File: config.mk
export PLATFORM = sky130hd
export DESIGN_NAME = strm_ctrl
export DESIGN_NICKNAME = d
export VERILOG_FILES = /design/src/sv/strm_pkg.sv /design/src/sv/strm_ctrl.sv
export SDC_FILE = /design/constraint.sdc
export NUM_CORES = 1
export LEC_CHECK = 0
export ABC_AREA = 0
export BUFFER_PORTS_ARGS = -buffer_cell sky130_fd_sc_hd__buf_2
export CORE_AREA = 2 2 39 41
export CTS_BUF_LIST = sky130_fd_sc_hd__clkbuf_4 sky130_fd_sc_hd__clkbuf_8
export CTS_CLUSTER_SIZE = 28
export DETAILED_ROUTE_END_ITERATION = 6
export DIE_AREA = 0 0 41 43
export GPL_ROUTABILITY_DRIVEN = 0
export PLACE_DENSITY = 0.47
export REMOVE_ABC_BUFFERS = 1
export SLEW_MARGIN = 0
export SYNTH_ARGS = -nofsm -noshare
export SYNTH_HDL_FRONTEND = slang
export SYNTH_SLANG_ARGS = --single-unit
File: constraint.sdc
create_clock -name clock -period 1.43 [get_ports clock]
set_input_delay 0.286 -clock clock [delete_from_list [all_inputs] [get_ports clock]]
set_output_delay 0.286 -clock clock [all_outputs]
set_load 0.01 [all_outputs]
File: src/sv/strm_pkg.sv
`default_nettype none

package strm_pkg;

   // sizing of the table
   localparam int MAX_ELEMENTS = 1024;
   localparam int LEVELS       = 11;
   localparam int VALUE_WIDTH  = 32;

   localparam int IDX_W     = $clog2(MAX_ELEMENTS);
   localparam int COUNT_W   = IDX_W + 1;
   localparam int LVL_AW    = $clog2(LEVELS);
   localparam int LEVEL_W   = $clog2(LEVELS + 1);
   localparam int ADDR_W    = LVL_AW + IDX_W;
   localparam int SUM_W     = COUNT_W + 2;
   localparam int RAM_DEPTH = LEVELS * MAX_ELEMENTS;
   localparam int CMD_W     = 2;
   localparam int STATUS_W  = 2;

   // command codes
   localparam logic [CMD_W-1:0] CMD_LOAD   = CMD_W'(0);
   localparam logic [CMD_W-1:0] CMD_BUILD  = CMD_W'(1);
   localparam logic [CMD_W-1:0] CMD_QUERY  = CMD_W'(2);
   localparam logic [CMD_W-1:0] CMD_UNUSED = CMD_W'(3);

   // status codes
   localparam logic [STATUS_W-1:0] ST_OK        = STATUS_W'(0);
   localparam logic [STATUS_W-1:0] ST_NOT_BUILT = STATUS_W'(1);
   localparam logic [STATUS_W-1:0] ST_BAD       = STATUS_W'(2);

   typedef struct packed {
      logic [CMD_W-1:0]              command;
      logic [IDX_W-1:0]              element_index;
      logic signed [VALUE_WIDTH-1:0] element_value;
      logic [IDX_W-1:0]              range_start;
      logic [IDX_W-1:0]              range_end;
   } req_type;

   typedef struct packed {
      logic signed [VALUE_WIDTH-1:0] minimum;
      logic [STATUS_W-1:0]           status;
   } rsp_type;

   // controller to datapath
   typedef struct packed {
      logic                load_write;
      logic                build_start;
      logic                build_read;
      logic                build_write;
      logic                rsp_load;
      logic                rsp_take_min;
      logic [STATUS_W-1:0] rsp_status;
   } ctrl_cmd_type;

   // datapath to controller
   typedef struct packed {
      logic load_ok;
      logic range_ok;
      logic level_ok;
   } dp_status_type;

   // position of the highest set bit
   function automatic logic [LEVEL_W-1:0] floor_log2(input logic [COUNT_W-1:0] v);
      logic [LEVEL_W-1:0] k;
      k = '0;
      for (int i = 0; i < COUNT_W; i++) begin
         if (v[i]) begin
            k = LEVEL_W'(i);
         end
      end
      return k;
   endfunction

endpackage

`default_nettype wire

File: src/sv/strm_ctrl.sv
`default_nettype none

module strm_ctrl (
   input  wire logic                         clock,
   input  wire logic                         reset,
   input  wire logic                         req_valid,
   input  wire logic [strm_pkg::CMD_W-1:0]   req_command,
   output logic                              req_ready,
   output logic                              rsp_valid,
   input  wire logic                         rsp_ready,
   input  wire logic                         csr_write_enable,
   input  wire strm_pkg::dp_status_type      dp_status,
   output strm_pkg::ctrl_cmd_type            cmd
);

   localparam logic [1:0] S_IDLE   = 2'd0;
   localparam logic [1:0] S_QUERY  = 2'd1;
   localparam logic [1:0] S_BREAD  = 2'd2;
   localparam logic [1:0] S_BWRITE = 2'd3;

   logic [1:0] state_ff, state_in;
   logic       built_ff, built_in;
   logic       rsp_valid_ff, rsp_valid_in;
   logic       accept;
   logic       built_set, built_clr;

   // next state and commands
   always_comb begin
      cmd       = '0;
      state_in  = state_ff;
      built_set = 1'b0;
      built_clr = 1'b0;
      req_ready = (state_ff == S_IDLE) && (!rsp_valid_ff || rsp_ready);
      accept    = req_valid && req_ready;
      unique case (state_ff)
         S_IDLE: begin
            if (accept) begin
               unique case (req_command)
                  strm_pkg::CMD_LOAD: begin
                     cmd.rsp_load = 1'b1;
                     if (dp_status.load_ok) begin
                        cmd.load_write = 1'b1;
                        cmd.rsp_status = strm_pkg::ST_OK;
                        built_clr      = 1'b1;
                     end else begin
                        cmd.rsp_status = strm_pkg::ST_BAD;
                     end
                  end
                  strm_pkg::CMD_BUILD: begin
                     cmd.build_start = 1'b1;
                     state_in        = S_BREAD;
                  end
                  strm_pkg::CMD_QUERY: begin
                     if (!built_ff) begin
                        cmd.rsp_load   = 1'b1;
                        cmd.rsp_status = strm_pkg::ST_NOT_BUILT;
                     end else if (!dp_status.range_ok) begin
                        cmd.rsp_load   = 1'b1;
                        cmd.rsp_status = strm_pkg::ST_BAD;
                     end else begin
                        state_in = S_QUERY;
                     end
                  end
                  default: begin
                     cmd.rsp_load   = 1'b1;
                     cmd.rsp_status = strm_pkg::ST_BAD;
                  end
               endcase
            end
         end
         S_QUERY: begin
            cmd.rsp_load     = 1'b1;
            cmd.rsp_take_min = 1'b1;
            cmd.rsp_status   = strm_pkg::ST_OK;
            state_in         = S_IDLE;
         end
         S_BREAD: begin
            if (dp_status.level_ok) begin
               cmd.build_read = 1'b1;
               state_in       = S_BWRITE;
            end else begin
               cmd.rsp_load   = 1'b1;
               cmd.rsp_status = strm_pkg::ST_OK;
               built_set      = 1'b1;
               state_in       = S_IDLE;
            end
         end
         S_BWRITE: begin
            cmd.build_write = 1'b1;
            state_in        = S_BREAD;
         end
         default: begin
            state_in = S_IDLE;
         end
      endcase
   end

   // built flag: a register write or an in-range load clears it, a finished build sets it
   always_comb begin
      if (csr_write_enable || built_clr) begin
         built_in = 1'b0;
      end else if (built_set) begin
         built_in = 1'b1;
      end else begin
         built_in = built_ff;
      end
   end

   // result register occupancy
   always_comb begin
      if (cmd.rsp_load) begin
         rsp_valid_in = 1'b1;
      end else if (rsp_ready) begin
         rsp_valid_in = 1'b0;
      end else begin
         rsp_valid_in = rsp_valid_ff;
      end
   end

   always_ff @(posedge clock) begin
      if (reset) begin
         state_ff     <= S_IDLE;
         built_ff     <= 1'b0;
         rsp_valid_ff <= 1'b0;
      end else begin
         state_ff     <= state_in;
         built_ff     <= built_in;
         rsp_valid_ff <= rsp_valid_in;
      end
   end

   assign rsp_valid = rsp_valid_ff;

endmodule

`default_nettype wire

==> reports/summary.txt <==
=====================================================================================
Outcome                                                                  complete, but fails checks
Violations in the final reports                                          setup timing
Fmax achieved                                                               0.651 GHz
Worst-path maximum fanout                                                           5
Yosys cell types                                                                   23
Detailed-route wire length per cell                                           10.1 um
Hold wc startpoint                                                       csr_write_enable
Later-pin clock latency in the skew report                                    0.23 ns
Maximum number of pins on one net before global-route repair                        8
GRT Total Usage                                                                 0.116
Area share of the largest cell type after synthesis                             0.259
Area of all sequential standard cells                                        85.1 um2
Setup crit start kind                                                        register
Hold slack                                                                   0.219 ns
Placed Cells                                                                       72
P_leak                                                                       0.260 nW
WS Path Type                                                             register to primary output
Crit path capture type                                                   primary output
CTS tree                                                                        built
Power density over cell area                                               699 nW/um2
Router iterations before antenna repair                                             3
I/O pin count                                                                      20
Worst Setup Slack, final                                                    -0.106 ns
First DRT Iteration DRCs                                                            1
Post-layout instance count excluding filler cells                                  80
Layout area overhead                                                            63.2%
Horiz. Die Dim                                                                  41 um
Core occupancy in the finished layout                                           0.364
Die area                                                                     1760 um2
Placement row count                                                                14
Post-synthesis area per instance                                             8.83 um2
Seq cells post-synth                                                                4
Post-synthesis share of cell area spent on and, or, nand and nor gates          0.559
Post-synthesis instance area                                                  309 um2
Compound-gate portion of the synthesized area                                   0.146
Clock Path Buffers                                                                  2
Worst VDD drop                                                                 286 uV
Antenna diodes                                                                      0
Setup repair after global routing missed its margin                              true
Final number of setup-violating endpoints                                           6
Power after layout                                                           0.352 mW
Sequential element share of the synthesized area                                0.259
Arrival @ worst endpoint                                                      1.25 ns
Via count of the first global-routing pass                                        369
Aggregate routed wire length                                                   806 um
Post-synth top area cell                                                      dfxtp_1
Adder and majority cell fraction of the synthesized area                            0
Path category of the worst min-delay check                               input port to register
Number of remaining DRC errors                                                      0
CTS clock-pin slew for the worst setup and hold paths                         0.03 ns
Clock skew                                                                0.000152 ns
Mux contribution to synthesized area                                                0
Source of the worst register-to-register timing path                        rsp_valid
PortBufs                                                                           19
Worst setup path startpoint                                                 rsp_valid
Floorplan die height                                                            43 um
Via count normalized by instance count                                           4.45
Cell types with the largest area share after synthesis                   dfxtp_1 26%, nor4b_4 7.7%, nand3_4 5.7%
Number of antenna violations at the first check in global routing                   0
Maximum Capacitance Violations                                                      0
CTS Root Cell                                                                clkbuf_4
Max-Slew Margin vs Limit                                                        0.842
Number of inserted filler cells in the final layout                               164
Synthesized netlist cell count                                                     35
Final global-route overflow total                                                   0
WP data required                                                              1.14 ns
Warning count from the yosys run                                                    0
Share of the cycle needed by the critical path after routing                     1.07
Cts hold-fix bufs                                                                   0
# clock sinks                                                                       4
Half-perimeter wire length of the detailed placement result                    642 um
Area occupied by multi-input gates                                            218 um2
Starting utilization of the core area                                           0.223
Area of the placeable core                                                   1380 um2
Layout cells sized above 1                                                      0.578
Worst-Margin Slew                                                            0.236 ns
Global-route wire length before repair                                        1.33 mm
Maximum level of the CTS H-tree                                                     1
Final Net Count                                                                    76
CTS Buf Count                                                                       3
Main combinational cell family by area after synthesis                   simple AND/OR/NAND/NOR gates
Number of hold-slack violations in the final timing report                          0
Time the final worst path needs with I/O delays and setup                     1.54 ns
Total vias in the final route                                                     356
Final Max Slew Viols                                                                0
Antenna-violating nets left                                                         0
Share of the synthesized netlist area taken by xor and xnor gates                   0
=====================================================================================
## worst max-delay path, cell delays in order (launching register included)
cell     delay (ns)
dfxtp_1        0.29
or2b_1         0.20
nand3_4        0.11
nor4b_4        0.24
buf_2          0.17
## Yosys cell counts
master and count:
buf_4 1, nor4b_4 1, nand2_1 1, and2_1 2, nor4_2 1, nand3b_1 1, nor2b_1 2, nor3_1 2
nor3b_1 1, a21oi_1 2, o21a_1 2, nor2_1 4, o21ai_0 2, nand3_4 1, nor2_4 1, or3_1 1
o21ba_1 1, or2b_1 1, dfxtp_1 4, inv_1 1, nand2b_1 1, and3b_2 1, nand4b_1 1
## worst paths after layout
kind / end / cells after the start / slack [ns]
worst max-delay path: cmd[7] / 4 / -0.11
worst min-delay path: built_ff / 2 / 0.22
worst max register to register: state_ff[0] / 6 / 0.17
worst min register to register: built_ff / 2 / 0.56
## state kept, by name (all words and copies together), names as in the netlist
signal	cells
state_ff	2
rsp_valid	1
built_ff	1
## area by class of cell
type | count | area share
clock buffer | 3 | 0.0447
inverter | 1 | 0.00744
sequential | 4 | 0.169
timing repair buffer | 27 | 0.308
multi-input combinational | 29 | 0.432
tap | 16 | 0.0397
## what timing repair did
item                       in CTS  in global routing
resized for setup               3                  0
pin swaps                       3                  0
setup endpoints to repair       6                  6
setup buffers                   5                  0
## cell usage in the layout (no fill, tap or decap), types with 2 or more instances in the layout
master    synthesis  routed
dfxtp_1           4       2
nor3_1            2       2
o21a_1            2       2
buf_2             0      19
buf_4             1       8
and2_1            2       2
nor2b_1           2       2
a21oi_1           2       2
o21ai_0           2       2
nor2_1            4       4
clkbuf_4          0       3
## stage by stage
| step | setup WS, ns | setup TNS, ns | area [um2] |
|---|---|---|---|
| 4_1_cts | -0.134 | -0.573 | 504 |
| 5_1_grt | -0.185 | -0.903 | 504 |
| 6_report | -0.106 | -0.428 | 504 |
| 3_3_place_gp | 0.0150 | 0 | 439 |
| 2_1_floorplan | 0.147 | 0 | 302 |
| 3_5_place_dp | 0.0237 | 0 | 439 |
## power breakdown
part           leakage, nW  switching, mW  internal [mW]
Sequential          0.0338        0.00308          0.116
Combinational        0.212         0.0468         0.0534
Clock               0.0138         0.0401         0.0934
## logic make-up (layout without fill, tap and decap cells)
logic type,count (synthesis),in the layout
compound gates,7,7
simple gates,22,22
buf+inv,2,31
flops,4,4
## per-layer routing
layer / routed length, um / global-route usage
met1: 293 / 0.0965
met2: 472 / 0.213
met3: 40 / 0.0157
met4: 0 / 0.100
met5: 0 / 0
Power figures use the tool's default switching activity.
